--- src/rtl/transaction_tag_pool_macros.svh ---
// Assertion macros for the transaction tag pool.
// Included by RTL files that carry concurrent assertions; no other dependencies.
`ifndef TRANSACTION_TAG_POOL_MACROS_SVH
`define TRANSACTION_TAG_POOL_MACROS_SVH

`ifndef SYNTH
// Same-cycle implication, disabled during reset.
`define TTP_ASSERT_IMPLIES(label, clk, rst, ante, cons) \
   label: assert property (@(posedge clk) disable iff (rst) (ante) |-> (cons)) \
      else $error("transaction tag pool check failed");
// Next-cycle implication, disabled during reset.
`define TTP_ASSERT_NEXT(label, clk, rst, ante, cons) \
   label: assert property (@(posedge clk) disable iff (rst) (ante) |=> (cons)) \
      else $error("transaction tag pool check failed");
`else
`define TTP_ASSERT_IMPLIES(label, clk, rst, ante, cons)
`define TTP_ASSERT_NEXT(label, clk, rst, ante, cons)
`endif

`endif

--- src/rtl/ttp_pkg.sv ---
// Shared types, codes and helpers for the transaction tag pool.
// No dependencies; used by every other RTL file of the block but the macro header.
`default_nettype none

package ttp_pkg;

   // Default number of tags in the pool.
   localparam int POOL_SIZE_DEF = 16;

   // Width of the tag field.
   localparam int TAG_W = 8;

   // Request kinds.
   localparam logic [1:0] KIND_ALLOC  = 2'd0;
   localparam logic [1:0] KIND_LOOKUP = 2'd1;
   localparam logic [1:0] KIND_FREE   = 2'd2;

   // Response status codes.
   localparam logic [1:0] ST_OK        = 2'd0;
   localparam logic [1:0] ST_EXHAUSTED = 2'd1;
   localparam logic [1:0] ST_NOT_OUT   = 2'd2;
   localparam logic [1:0] ST_WAIT      = 2'd3;

   // Access to the busy-mark memory.
   typedef struct packed {
      logic             rd;
      logic [TAG_W-1:0] rd_tag;
      logic             wr;
      logic [TAG_W-1:0] wr_tag;
      logic             wr_busy;
   } busy_op_type;

   // Access to the free-tag stack.
   typedef struct packed {
      logic             rd;
      logic             pop;
      logic             push;
      logic [TAG_W-1:0] push_tag;
   } stack_op_type;

   // Address width for a memory of the given depth, at least one bit.
   function automatic int addr_width(input int depth);
      int w;
      w = 1;
      while ((1 << w) < depth) begin
         w = w + 1;
      end
      return w;
   endfunction

   // Width of a counter that holds 0 up to the given value.
   function automatic int count_width(input int max_value);
      int w;
      w = 1;
      while ((1 << w) <= max_value) begin
         w = w + 1;
      end
      return w;
   endfunction

endpackage

`default_nettype wire

--- src/rtl/ttp_req_if.sv ---
// Request channel of the transaction tag pool: valid/ready plus request fields.
// Depends on ttp_pkg for the tag width.
`default_nettype none

interface ttp_req_if;
   logic                        valid;
   logic                        ready;
   logic [1:0]                  kind;
   logic                        wait_empty;
   logic [ttp_pkg::TAG_W-1:0]   tag;

   modport source (output valid, output kind, output wait_empty, output tag, input ready);
   modport sink   (input valid, input kind, input wait_empty, input tag, output ready);
endinterface

`default_nettype wire

--- src/rtl/ttp_rsp_if.sv ---
// Response channel of the transaction tag pool: valid/ready plus result fields.
// Depends on ttp_pkg for the tag width.
`default_nettype none

interface ttp_rsp_if;
   logic                        valid;
   logic                        ready;
   logic [1:0]                  status;
   logic [ttp_pkg::TAG_W-1:0]   granted_tag;
   logic                        found;
   logic                        all_idle;

   modport source (output valid, output status, output granted_tag, output found,
                   output all_idle, input ready);
   modport sink   (input valid, input status, input granted_tag, input found,
                   input all_idle, output ready);
endinterface

`default_nettype wire

--- src/rtl/ttp_ram.sv ---
// Generic single-write, single-read RAM with a registered read port.
// Depends on ttp_pkg for the address width helper.
`default_nettype none

module ttp_ram #(
   parameter int WIDTH = 8,
   parameter int DEPTH = 16
) (
   input  wire logic                                    clock,
   input  wire logic                                    wr_en,
   input  wire logic [ttp_pkg::addr_width(DEPTH)-1:0]   wr_addr,
   input  wire logic [WIDTH-1:0]                        wr_data,
   input  wire logic                                    rd_en,
   input  wire logic [ttp_pkg::addr_width(DEPTH)-1:0]   rd_addr,
   output logic      [WIDTH-1:0]                        rd_data
);

   logic [WIDTH-1:0] mem_ff [DEPTH];
   logic [WIDTH-1:0] rd_data_ff;

   // Write port and registered read port.
   always_ff @(posedge clock) begin
      if (wr_en) begin
         mem_ff[wr_addr] <= wr_data;
      end
      if (rd_en) begin
         rd_data_ff <= mem_ff[rd_addr];
      end
   end

   assign rd_data = rd_data_ff;

endmodule

`default_nettype wire

--- src/rtl/ttp_stack.sv ---
// Free-tag stack of the transaction tag pool: stack memory, fill count and
// a low-water mark standing in for the reset contents. Depends on ttp_pkg, ttp_ram.
`default_nettype none

module ttp_stack #(
   parameter int POOL_SIZE = ttp_pkg::POOL_SIZE_DEF
) (
   input  wire logic                                        clock,
   input  wire logic                                        reset,
   input  wire ttp_pkg::stack_op_type                       op,
   output logic [ttp_pkg::count_width(POOL_SIZE)-1:0]       count,
   output logic [ttp_pkg::TAG_W-1:0]                        top_tag
);

   localparam int AW = ttp_pkg::addr_width(POOL_SIZE);
   localparam int CW = ttp_pkg::count_width(POOL_SIZE);

   logic [CW-1:0] count_ff, count_in;
   logic [CW-1:0] low_ff, low_in;
   logic [CW-1:0] rd_idx_ff, rd_idx_in;
   logic [CW-1:0] count_dec;
   logic [AW-1:0] rd_addr;
   logic [AW-1:0] wr_addr;
   logic [ttp_pkg::TAG_W-1:0] ram_rdata;
   logic [ttp_pkg::TAG_W-1:0] reset_tag;

   // Top entry sits one below the fill count.
   assign count_dec = count_ff - CW'(1);
   assign rd_idx_in = op.rd ? count_dec : rd_idx_ff;
   assign rd_addr   = count_dec[AW-1:0];
   assign wr_addr   = count_ff[AW-1:0];

   ttp_ram #(
      .WIDTH (ttp_pkg::TAG_W),
      .DEPTH (POOL_SIZE)
   ) u_stack_ram (
      .clock   (clock),
      .wr_en   (op.push),
      .wr_addr (wr_addr),
      .wr_data (op.push_tag),
      .rd_en   (op.rd),
      .rd_addr (rd_addr),
      .rd_data (ram_rdata)
   );

   // Entries below the lowest fill ever reached still hold their reset tag.
   assign reset_tag = ttp_pkg::TAG_W'(POOL_SIZE) - ttp_pkg::TAG_W'(rd_idx_ff);
   assign top_tag   = (low_ff <= rd_idx_ff) ? ram_rdata : reset_tag;

   // Fill count and low-water mark.
   always_comb begin
      count_in = count_ff;
      low_in   = low_ff;
      if (op.pop) begin
         count_in = count_dec;
         if (count_dec < low_ff) begin
            low_in = count_dec;
         end
      end else if (op.push) begin
         count_in = count_ff + CW'(1);
      end
   end

   always_ff @(posedge clock) begin
      if (reset) begin
         count_ff <= CW'(POOL_SIZE);
         low_ff   <= CW'(POOL_SIZE);
      end else begin
         count_ff <= count_in;
         low_ff   <= low_in;
      end
      rd_idx_ff <= rd_idx_in;
   end

   assign count = count_ff;

endmodule

`default_nettype wire

--- src/rtl/ttp_busy.sv ---
// Busy-mark memory of the transaction tag pool, one bit per tag, with a
// clearing pass after reset. Depends on ttp_pkg, ttp_ram.
`default_nettype none

module ttp_busy #(
   parameter int POOL_SIZE = ttp_pkg::POOL_SIZE_DEF
) (
   input  wire logic                   clock,
   input  wire logic                   reset,
   input  wire ttp_pkg::busy_op_type   op,
   output logic                        busy,
   output logic                        clearing
);

   localparam int AW = ttp_pkg::addr_width(POOL_SIZE);

   logic                      clr_ff, clr_in;
   logic [AW-1:0]             clr_idx_ff, clr_idx_in;
   logic [ttp_pkg::TAG_W-1:0] rd_dec;
   logic [ttp_pkg::TAG_W-1:0] wr_dec;
   logic                      ram_we;
   logic [AW-1:0]             ram_waddr;
   logic                      ram_wdata;

   // Tag t lives at entry t-1.
   assign rd_dec = op.rd_tag - ttp_pkg::TAG_W'(1);
   assign wr_dec = op.wr_tag - ttp_pkg::TAG_W'(1);

   // The clearing pass owns the write port until every mark is zero.
   assign ram_we    = clr_ff | op.wr;
   assign ram_waddr = clr_ff ? clr_idx_ff : wr_dec[AW-1:0];
   assign ram_wdata = clr_ff ? 1'b0 : op.wr_busy;

   ttp_ram #(
      .WIDTH (1),
      .DEPTH (POOL_SIZE)
   ) u_busy_ram (
      .clock   (clock),
      .wr_en   (ram_we),
      .wr_addr (ram_waddr),
      .wr_data (ram_wdata),
      .rd_en   (op.rd),
      .rd_addr (rd_dec[AW-1:0]),
      .rd_data (busy)
   );

   // Sweep counter for the clearing pass.
   always_comb begin
      clr_in     = clr_ff;
      clr_idx_in = clr_idx_ff;
      if (clr_ff) begin
         if (clr_idx_ff == AW'(POOL_SIZE - 1)) begin
            clr_in = 1'b0;
         end else begin
            clr_idx_in = clr_idx_ff + AW'(1);
         end
      end
   end

   always_ff @(posedge clock) begin
      if (reset) begin
         clr_ff     <= 1'b1;
         clr_idx_ff <= '0;
      end else begin
         clr_ff     <= clr_in;
         clr_idx_ff <= clr_idx_in;
      end
   end

   assign clearing = clr_ff;

endmodule

`default_nettype wire

--- src/rtl/transaction_tag_pool.sv ---
// Top level of the transaction tag pool: request sequencer and response register.
// Depends on ttp_pkg, ttp_req_if, ttp_rsp_if, ttp_stack, ttp_busy and the macro header.
//
//   Channel   Direction  Contents
//   req_bus   in         kind, wait_empty, tag
//   rsp_bus   out        status, granted_tag, found, all_idle
//
// A transaction is accepted, its stack top and busy mark are read from the
// memories in the next cycle, and the result is then registered in the response
// register. A new transaction is not accepted while one is in flight, since the
// memory read comes ahead of the read-modify-write of the memories.
// After reset the busy-mark memory is swept to zero, entry by entry, with
// req_bus.ready low. A response held on rsp_bus blocks the next acceptance.
`default_nettype none
`include "transaction_tag_pool_macros.svh"

module transaction_tag_pool #(
   parameter int POOL_SIZE = ttp_pkg::POOL_SIZE_DEF
) (
   input  wire logic   clock,
   input  wire logic   reset,
   ttp_req_if.sink     req_bus,
   ttp_rsp_if.source   rsp_bus
);

   localparam int CW = ttp_pkg::count_width(POOL_SIZE);

   // Request stage.
   logic                      pending_ff, pending_in;
   logic [1:0]                kind_ff, kind_in;
   logic                      wait_ff, wait_in;
   logic [ttp_pkg::TAG_W-1:0] tag_ff, tag_in;
   logic                      tag_ok_ff, tag_ok_in;
   logic                      req_accept;

   // Response register.
   logic                      rsp_valid_ff, rsp_valid_in;
   logic [1:0]                status_ff, status_in;
   logic [ttp_pkg::TAG_W-1:0] granted_ff, granted_in;
   logic                      found_ff, found_in;
   logic                      idle_ff, idle_in;

   // Memory side.
   ttp_pkg::stack_op_type     stack_op;
   ttp_pkg::busy_op_type      busy_op;
   logic [CW-1:0]             stack_count;
   logic [ttp_pkg::TAG_W-1:0] top_tag;
   logic                      busy_rd;
   logic                      clearing;
   logic                      busy_hit;
   logic                      pool_idle;
   logic                      ok_alloc;
   logic                      ok_free;

   // Accept only when the clearing pass is done, no transaction is in flight and the response slot frees up.
   assign req_bus.ready = !clearing && !pending_ff && (!rsp_valid_ff || rsp_bus.ready);
   assign req_accept    = req_bus.valid && req_bus.ready;

   assign pending_in = req_accept;
   assign kind_in    = req_accept ? req_bus.kind : kind_ff;
   assign wait_in    = req_accept ? req_bus.wait_empty : wait_ff;
   assign tag_in     = req_accept ? req_bus.tag : tag_ff;
   assign tag_ok_in  = req_accept ? ((req_bus.tag != '0) &&
                                     (req_bus.tag <= ttp_pkg::TAG_W'(POOL_SIZE)))
                                  : tag_ok_ff;

   assign busy_hit  = tag_ok_ff && busy_rd;
   assign pool_idle = (stack_count == CW'(POOL_SIZE));

   // Decide the outcome once the memory data is back.
   always_comb begin
      status_in  = ttp_pkg::ST_OK;
      granted_in = '0;
      found_in   = 1'b0;
      ok_alloc   = 1'b0;
      ok_free    = 1'b0;
      unique case (kind_ff)
         ttp_pkg::KIND_ALLOC: begin
            priority if (wait_ff && !pool_idle) begin
               status_in = ttp_pkg::ST_WAIT;
            end else if (stack_count == '0) begin
               status_in = ttp_pkg::ST_EXHAUSTED;
            end else begin
               ok_alloc   = pending_ff;
               granted_in = top_tag;
            end
         end
         ttp_pkg::KIND_LOOKUP: begin
            if (busy_hit) begin
               found_in = 1'b1;
            end else begin
               status_in = ttp_pkg::ST_NOT_OUT;
            end
         end
         ttp_pkg::KIND_FREE: begin
            if (busy_hit && (stack_count < CW'(POOL_SIZE))) begin
               ok_free = pending_ff;
            end else begin
               status_in = ttp_pkg::ST_NOT_OUT;
            end
         end
         default: begin
            status_in = ttp_pkg::ST_OK;
         end
      endcase

      // Idle after this step.
      if (ok_free) begin
         idle_in = (stack_count == CW'(POOL_SIZE - 1));
      end else if (ok_alloc) begin
         idle_in = 1'b0;
      end else begin
         idle_in = pool_idle;
      end
   end

   // Memory accesses: reads on acceptance, writes when the outcome is known.
   always_comb begin
      stack_op.rd       = req_accept;
      stack_op.pop      = ok_alloc;
      stack_op.push     = ok_free;
      stack_op.push_tag = tag_ff;

      busy_op.rd        = req_accept;
      busy_op.rd_tag    = req_bus.tag;
      busy_op.wr        = ok_alloc || ok_free;
      busy_op.wr_tag    = ok_alloc ? top_tag : tag_ff;
      busy_op.wr_busy   = ok_alloc;
   end

   ttp_stack #(
      .POOL_SIZE (POOL_SIZE)
   ) u_stack (
      .clock   (clock),
      .reset   (reset),
      .op      (stack_op),
      .count   (stack_count),
      .top_tag (top_tag)
   );

   ttp_busy #(
      .POOL_SIZE (POOL_SIZE)
   ) u_busy (
      .clock    (clock),
      .reset    (reset),
      .op       (busy_op),
      .busy     (busy_rd),
      .clearing (clearing)
   );

   // Response register holds until taken.
   assign rsp_valid_in = pending_ff || (rsp_valid_ff && !rsp_bus.ready);

   always_ff @(posedge clock) begin
      if (reset) begin
         pending_ff   <= 1'b0;
         rsp_valid_ff <= 1'b0;
      end else begin
         pending_ff   <= pending_in;
         rsp_valid_ff <= rsp_valid_in;
      end
      kind_ff   <= kind_in;
      wait_ff   <= wait_in;
      tag_ff    <= tag_in;
      tag_ok_ff <= tag_ok_in;
      if (pending_ff) begin
         status_ff  <= status_in;
         granted_ff <= granted_in;
         found_ff   <= found_in;
         idle_ff    <= idle_in;
      end
   end

   assign rsp_bus.valid       = rsp_valid_ff;
   assign rsp_bus.status      = status_ff;
   assign rsp_bus.granted_tag = granted_ff;
   assign rsp_bus.found       = found_ff;
   assign rsp_bus.all_idle    = idle_ff;

   // The fill count never goes past the pool size.
   `TTP_ASSERT_IMPLIES(a_count_range, clock, reset, 1'b1, stack_count <= CW'(POOL_SIZE))
   // Every accepted transaction waits in the request stage for the memory read, then lands
   // in the response register.
   `TTP_ASSERT_NEXT(a_accept_to_rsp, clock, reset, req_accept, pending_ff ##1 rsp_valid_ff)
   // A successful free puts exactly one tag back on the stack.
   `TTP_ASSERT_NEXT(a_free_push, clock, reset, ok_free, stack_count == CW'($past(stack_count) + 1'b1))

endmodule

`default_nettype wire

--- src/flat_wrapper.sv ---
// flat-port wrapper written by rule: the top's interface ports become plain ports
module transaction_tag_pool_flat 
#(
   parameter int POOL_SIZE = ttp_pkg::POOL_SIZE_DEF
)
  (clock, reset, req_bus_valid, req_bus_kind, req_bus_wait_empty, req_bus_tag, req_bus_ready, rsp_bus_valid, rsp_bus_status, rsp_bus_granted_tag, rsp_bus_found, rsp_bus_all_idle, rsp_bus_ready);
  ttp_req_if req_bus_i ();
  ttp_rsp_if rsp_bus_i ();
  input  wire logic clock;
  input  wire logic reset;
  input wire logic [$bits(req_bus_i.valid)-1:0] req_bus_valid;
  input wire logic [$bits(req_bus_i.kind)-1:0] req_bus_kind;
  input wire logic [$bits(req_bus_i.wait_empty)-1:0] req_bus_wait_empty;
  input wire logic [$bits(req_bus_i.tag)-1:0] req_bus_tag;
  output wire logic [$bits(req_bus_i.ready)-1:0] req_bus_ready;
  output wire logic [$bits(rsp_bus_i.valid)-1:0] rsp_bus_valid;
  output wire logic [$bits(rsp_bus_i.status)-1:0] rsp_bus_status;
  output wire logic [$bits(rsp_bus_i.granted_tag)-1:0] rsp_bus_granted_tag;
  output wire logic [$bits(rsp_bus_i.found)-1:0] rsp_bus_found;
  output wire logic [$bits(rsp_bus_i.all_idle)-1:0] rsp_bus_all_idle;
  input wire logic [$bits(rsp_bus_i.ready)-1:0] rsp_bus_ready;
  assign req_bus_i.valid = req_bus_valid;
  assign req_bus_i.kind = req_bus_kind;
  assign req_bus_i.wait_empty = req_bus_wait_empty;
  assign req_bus_i.tag = req_bus_tag;
  assign req_bus_ready = req_bus_i.ready;
  assign rsp_bus_valid = rsp_bus_i.valid;
  assign rsp_bus_status = rsp_bus_i.status;
  assign rsp_bus_granted_tag = rsp_bus_i.granted_tag;
  assign rsp_bus_found = rsp_bus_i.found;
  assign rsp_bus_all_idle = rsp_bus_i.all_idle;
  assign rsp_bus_i.ready = rsp_bus_ready;
  transaction_tag_pool #(.POOL_SIZE(POOL_SIZE)) u_core (.clock(clock), .reset(reset), .req_bus(req_bus_i), .rsp_bus(rsp_bus_i));
endmodule
--- config.mk ---
export PLATFORM = sky130hd
export DESIGN_NAME = transaction_tag_pool_flat
export DESIGN_NICKNAME = d
export VERILOG_FILES = /design/src/rtl/ttp_pkg.sv /design/src/rtl/ttp_req_if.sv /design/src/rtl/ttp_rsp_if.sv /design/src/rtl/ttp_ram.sv /design/src/rtl/ttp_stack.sv /design/src/rtl/ttp_busy.sv /design/src/rtl/transaction_tag_pool.sv /design/src/flat_wrapper.sv
export VERILOG_INCLUDE_DIRS = /design/src /design/src/rtl
export SDC_FILE = /design/constraint.sdc
export NUM_CORES = 1
export LEC_CHECK = 0
export ABC_CLOCK_PERIOD_IN_PS = 4500
export BUFFER_PORTS_ARGS = -buffer_cell sky130_fd_sc_hd__buf_4
export CELL_PAD_IN_SITES_DETAIL_PLACEMENT = 1
export CELL_PAD_IN_SITES_GLOBAL_PLACEMENT = 2
export CORE_UTILIZATION = 46
export DETAILED_ROUTE_END_ITERATION = 12
export PLACE_DENSITY_LB_ADDON = 0.1
export SETUP_SLACK_MARGIN = 0.02
export SKIP_CTS_REPAIR_TIMING = 1
export SYNTH_ARGS = -nofsm -noshare
export SYNTH_HDL_FRONTEND = slang
export SYNTH_SLANG_ARGS = --single-unit
export TNS_END_PERCENT = 50
--- constraint.sdc ---
create_clock -name clock -period 4.5 [get_ports clock]
set_input_delay 0.675 -clock clock [delete_from_list [all_inputs] [get_ports clock]]
set_output_delay 0.675 -clock clock [all_outputs]
set_load 0.02 [all_outputs]
; Yosys cells after proc, flatten, opt, wreduce, memory -nomap -nowiden
; Memories as Yosys holds them, arrays and structs flattened. A register that Yosys moved wholly into a read port is not among the register bits.
; Cells that the tools add are included.
[op_classes]
n_addsub = 6
order_cmp = 4
eq_ne = 5
n_mux = 25
bitwise = 3
n_reduce_logical = 23
[op_table]
columns = operator, count
row1 = 1-bit 2-to-1 mux, 16
row2 = 5-bit 2-to-1 mux, 2
row3 = 8-bit by 5-bit less-or-equal comparator with 1-bit output (second input constant), 1
row4 = 1-bit logical AND, 8
row5 = 4-bit 2-to-1 mux, 2
row6 = 8-bit 2-to-1 mux, 1
row7 = 8-bit nonzero test, 1
row8 = 4-bit by 1-bit subtractor with 4-bit output (second input constant), 2
row9 = 2-bit 2-to-1 mux, 3
row10 = 2-bit one-hot mux with 3 select lines, 1
row11 = 5-bit by 5-bit subtractor with 6-bit output (first input constant), 1
row12 = 5-bit by 1-bit adder with 5-bit output (second input constant), 1
row13 = 5-bit by 4-bit equality test with 1-bit output (second input constant), 1
row14 = 5-bit equality test (second input constant), 1
row15 = 5-bit less-or-equal comparator, 1
row16 = 1-bit logical NOT, 5
row17 = 5-bit logical NOT, 1
row18 = 5-bit less-than comparator, 1
row19 = 5-bit less-than comparator (second input constant), 1
row20 = 5-bit by 1-bit subtractor with 5-bit output (second input constant), 1
row21 = 4-bit by 1-bit adder with 4-bit output (second input constant), 1
row22 = 4-bit equality test (second input constant), 1
row23 = 2-bit AND reduction, 2
row24 = 1-bit logical OR, 3
row25 = 7 further kinds, 8
[word_totals]
regBits = 46
mem_bits_rw = 144
inputBits = 15
memories = 2
[memory_table]
columns = memory, words, width, read_ports, rd_ports_with_merged_regs, wr, line
row1 = u_core.u_stack.u_stack_ram.mem_ff, 16, 8, 1, 1, 1, ttp_ram.sv:18  ; logic [WIDTH-1:0] mem_ff [DEPTH];
row2 = u_core.u_busy.u_busy_ram.mem_ff, 16, 1, 1, 1, 1, ttp_ram.sv:18

; Longest topological paths before layout
[logic_depth]
ltp_word = 9
ltp_mapped = 15

; Cells and area by module
; From an unflattened synthesis, not the netlist that was laid out.
[unflattened]
cells_unflattened = 507
hier_area_um2 = 8592.0
[by_module_without_submodules]
columns = module, n_inst, cells_each, area_per_inst_um2, seq_area_each_um2
row1 = ttp_ram at u_core.u_stack.u_stack_ram, 1, 229, 5227.5, 4083.9
row2 = transaction_tag_pool, 1, 74, 1128.6, 760.7
row3 = ttp_stack, 1, 113, 1102.3, 350.3
row4 = ttp_ram at u_core.u_busy.u_busy_ram, 1, 47, 755.7, 510.5
row5 = ttp_busy, 1, 44, 377.9, 100.1

; Worst setup path after synthesis
; No wires, ideal clock.
[synth_path]
kind = register to register
from = register u_core.u_stack.count_ff[0] (netlist: u_core.u_stack.count[0])
to = register u_core.u_stack.low_ff[4]
setup_ps = 120
t_arrival_ps = 3789
required_time_ps = 4380
path_slack_ps = 591
path_stages_with_launch = 15
period_less_slack_ps = 3909
path_cell_list = dfxtp_1 > buf_1 > buf_1 > inv_1 > ha_1 > clkbuf_1 > clkbuf_1 > inv_1 > ha_1 > a21boi_0 > o21a_1 > o21a_1 > o21ai_0 > nand2_1 > a211o_1
[synth_via]
elab_cells_between_ends = 10
[synth_lines]
columns = item, line
row1 = "start, declared", ttp_stack.sv:18  ; logic [CW-1:0] count_ff, count_in;
row2 = "start signal, assigned", ttp_stack.sv:66  ; count_ff <= CW'(POOL_SIZE);
row3 = "start signal, assigned", ttp_stack.sv:69  ; count_ff <= count_in;
row4 = 5-bit by 1-bit subtractor with 5-bit output, ttp_stack.sv:28  ; assign count_dec = count_ff - CW'(1);
row5 = via u_core.u_stack.count_dec[0], ttp_stack.sv:21  ; logic [CW-1:0] count_dec;
row6 = 5-bit less-than comparator, ttp_stack.sv:56  ; if (count_dec < low_ff) begin
row7 = 2-bit AND reduction (no line), n/a
row8 = "end signal, assigned", ttp_stack.sv:67  ; low_ff <= CW'(POOL_SIZE);
row9 = "end signal, assigned", ttp_stack.sv:70  ; low_ff <= low_in;
row10 = "end, declared", ttp_stack.sv:19  ; logic [CW-1:0] low_ff, low_in;
; The timed path passes the listed nets, and every way through them passes these cells.
; A chain may end at the register's enable or synchronous reset.

; Final worst setup path
[layout_path]
from = register u_core.u_stack.count_ff[0] (netlist: u_core.u_stack.count[0])
to = memory u_core.u_busy.u_busy_ram.mem_ff[1] (enable)
[layout_via]
elab_chain_len = 9
elab_cells_between_ends = 18
[layout_lines]
columns = item, line
row1 = branches (longest 9 deep; another with 4-bit by 1-bit subtractor with 4-bit output), n/a
row2 = "end, declared", ttp_ram.sv:18
; Parallel ways; which one is timed is not known.

==> impl_metrics.json <==
{
  "mappedNetlistArea_um2": 8527,
  "utilization_pct": 52.78,
  "final_cells": 803,
  "rr_worst_depth": 11,
  "numClockSinks": 199,
  "setup_viol": 0,
  "cts.path.max_buffers": 2,
  "postSynth.asyncResetShare_pct": 0,
  "hold_viol": 0,
  "status": "complete, but fails checks",
  "gp_congestion": 0.8297,
  "setup_ws_ps": 868.2,
  "hp-class": "in2reg",
  "synthFlopType": "edfxtp_1",
  "ios": 29,
  "ff2ff_setup_slack_ps": 870,
  "r2r-start": "u_core.u_stack.count[0]$_SDFFE_PP0P_",
  "worst_slew_pin_slew_ps": 913.3,
  "clock_skew_ps": 17.16,
  "synth_cells": 523,
  "clk_latency_ps": 440,
  "antenna_cells": 0,
  "drt-initial-drc-count": 389,
  "hold_path_end": "u_core.kind_ff[1]$_DFFE_PP_",
  "p_comb_share_pct": 1.5,
  "htreeDepth": 4,
  "core_um2": 18090,
  "area_delta_synth_final_pct": 11.96,
  "whs_path_depth": 1,
  "clkTransAtPathRegs_ps": 70,
  "synth-edff-count": 182,
  "crit_fanout": 12,
  "rsz0062_at_grt": "no",
  "synth.largest_area_cell": "edfxtp_1",
  "fin_nets": 595,
  "powerDensity_nw_per_um2": 360.8,
  "min-delay-start": "req_bus_kind[1]",
  "p_int_uw": 2734,
  "dpl_worst_slack_ps": 903.5,
  "seq_power_share_pct": 58.0,
  "maxSlewViolCount": 0,
  "violations": "design-rule violations",
  "max_cap_viol_count": 0,
  "switching_share_pct": 20.60,
  "post-dp-hpwl_um": 12460,
  "wl_per_cell_um": 22.47,
  "synth_warnings": 0,
  "fillers": 1676,
  "cts_buffers": 17,
  "endpoint_kind": "flip-flop",
  "start_kind": "flip-flop",
  "synth_seq_cells": 199,
  "power_leakage_uw": 0.003129,
  "cts_root_buffer": "clkbuf_16",
  "cts_tree": "done",
  "slew_headroom_pct": 38.89,
  "vias_per_cell": 5.765,
  "ir_drop_mv": 0.2109,
  "grt_max_degree": 41,
  "drt_wl_total_um": 18040,
  "drive_gt1_share_pct": 21.95,
  "die_h_um": 138.2,
  "period_share_pct": 80.71,
  "antenna_found_initial": 0,
  "grt_pass1_vias": 4923,
  "grt_pass1_wl_um": 28760,
  "synth_cell_type_count": 55,
  "synth.avg_cell_area_um2": 16.30,
  "tns_ps": 0,
  "syn_nets": 557,
  "initial_core_util_pct": 47.15,
  "drc": 1,
  "die_w_um": 138.2,
  "synth.top_cell.area_share_pct": 64.09,
  "critPathArrivalTime_ps": 3750,
  "power_frac_clock_pct": 40.5,
  "gr-total-overflow": 0,
  "synth.area.top_cells": "edfxtp_1 (64%), mux4_2 (12%), dfxtp_1 (4.0%), ha_1 (2.8%), nor2_1 (1.7%)",
  "first_pass_iters": 8,
  "place_inst": 771,
  "worstPathRequired_ps": 4620,
  "max_freq_mhz": 275.3,
  "ant_nets": 0,
  "yosysSeqAreaShare_pct": 68.09,
  "vias": 4629,
  "rows": 49,
  "netSwitchingPower_uw": 709.6,
  "crit_type": "reg2reg",
  "reg2reg_to": "u_core.u_busy.u_busy_ram.mem_ff[1]$_DFFE_PP_",
  "io_buffers": 28,
  "fin_crit_ps": 3632,
  "die_area_um2": 19090,
  "grt_usage_pct": 20.47
}
-- cells in the mapped netlist, drive strengths merged, types with 2 or more instances --
library cell	n
or4b	3
a2bb2oi	3
a31oi	4
buf	8
nand2b	5
and4b	2
ha	19
nand2	29
nand4	3
nor2b	2
nor3b	4
or4	3
o31ai	6
a31o	2
nand3	7
nor2	39
dfxtp	17
o211ai	3
o21ai	7
a211oi	7
xor2	4
mux4	45
edfxtp	182
and2	5
inv	26
clkbuf	14
xnor2	8
a21oi	19
a211o	2
o21a	4
o211a	2
nor3	19
and3	8
-- stage by stage --
stage / hold WS (ps) / cell area (um^2) / power (uW)
after CTS: 399.9 / 9547 / 3476
after global routing: 403.7 / 9547 / 3536
after detailed placement: 493.5 / 9016 / 2092
final: 415.9 / 9547 / 3444
after floorplan: 455.0 / 8527 / 2071
after global placement: 485.9 / 9016 / 2090
-- power groups by stage --
stage                     logic, uW  clock network (uW)  registers (uW)
after floorplan                34.0                   0            2040
after global placement         51.4                   0            2040
after detailed placement       52.3                   0            2040
after CTS                      52.6                1430            2000
after global routing           58.4                1480            2000
final                          52.1                1390            2000
-- how the worst max path moves through the flow --
stage | startpoint | end | slack, ps | cells past startpoint
floorplan | u_core.u_stack.count[0]$_SDFFE_PP0P_ | u_core.u_stack.low_ff[4]$_SDFFE_PP1P_ | 590 | 14
global placement | u_core.u_stack.count[0]$_SDFFE_PP0P_ | u_core.u_busy.u_busy_ram.mem_ff[7]$_DFFE_PP_ | 950 | 12
detailed placement | u_core.u_stack.count[0]$_SDFFE_PP0P_ | u_core.u_busy.u_busy_ram.mem_ff[0]$_DFFE_PP_ | 900 | 11
CTS | u_core.u_stack.count[0]$_SDFFE_PP0P_ | u_core.u_busy.u_busy_ram.mem_ff[0]$_DFFE_PP_ | 880 | 11
global route | u_core.u_stack.count[1]$_SDFFE_PP0P_ | u_core.u_busy.u_busy_ram.mem_ff[7]$_DFFE_PP_ | 550 | 12
finish | u_core.u_stack.count[0]$_SDFFE_PP0P_ | u_core.u_busy.u_busy_ram.mem_ff[1]$_DFFE_PP_ | 870 | 11
-- metal layers --
layer	track usage, %	up-vias	share of wire [%]
met1	28.05	2372	43
met4	5.795	0	1.2
li1	-	2128	-
met2	32.89	117	49
met5	0	-	0
met3	4.919	12	6.0
-- area by class of cell --
| class | count | area, um^2 | share of cell area, % |
|---|---|---|---|
| Sequential cell | 199 | 5807 | 60.83 |
| Multi-Input combinational cell | 276 | 2517 | 26.37 |
| Clock buffer | 19 | 432.9 | 4.535 |
| Timing Repair Buffer | 41 | 307.8 | 3.224 |
| Tap cell | 229 | 286.5 | 3.001 |
| Clock inverter | 13 | 97.59 | 1.022 |
| Inverter | 26 | 97.59 | 1.022 |
-- logic make-up (layout without fill, tap and decap cells) --
family / Yosys count / after routing / share of synthesized area (%)
fa+ha+maj: 19 / 19 / 2.788
mux: 46 / 46 / 12.15
buf+inv: 48 / 99 / 2.392
compound gates: 68 / 68 / 5.488
flops: 199 / 199 / 68.09
xor+xnor: 12 / 12 / 1.233
simple gates: 131 / 131 / 7.865
-- critical path, cell delays in order (launching register included) --
cell and delay (ps):
dfxtp_2 330, inv_1 200, ha_1 250, nor3b_2 300, o211a_2 440, nor2_1 70
a31oi_1 480, inv_1 170, ha_1 340, nor3b_1 260, a2bb2oi_1 200, o31ai_1 290
-- cell usage in the layout (no fill, tap or decap), drive strengths merged, types with 5 or more instances in the layout --
master | synthesis | layout
clkbuf | 14 | 19
a21oi | 19 | 19
o31ai | 6 | 6
nor3 | 19 | 19
mux4 | 45 | 45
o21ai | 7 | 7
ha | 19 | 19
nand3 | 7 | 7
xnor2 | 8 | 8
edfxtp | 182 | 182
dfxtp | 17 | 17
and2 | 5 | 5
clkinv | 0 | 5
inv | 26 | 31
nor2 | 39 | 39
buf | 8 | 41
and3 | 8 | 8
nand2b | 5 | 5
nand2 | 29 | 29
a211oi | 7 | 7
-- state kept, by name, summed over array words and instances (netlist names), 5 cells and up --
name	count
u_core.rsp_bus.granted_tag	8
u_core.tag_ff	8
u_core.u_busy.u_busy_ram.mem_ff	16
u_core.u_stack.count	5
u_core.u_stack.low_ff	5
u_core.u_stack.rd_idx_ff	5
u_core.u_stack.u_stack_ram.mem_ff	128
u_core.u_stack.u_stack_ram.rd_data	8
Note: power is estimated with default switching activity, not from simulation.
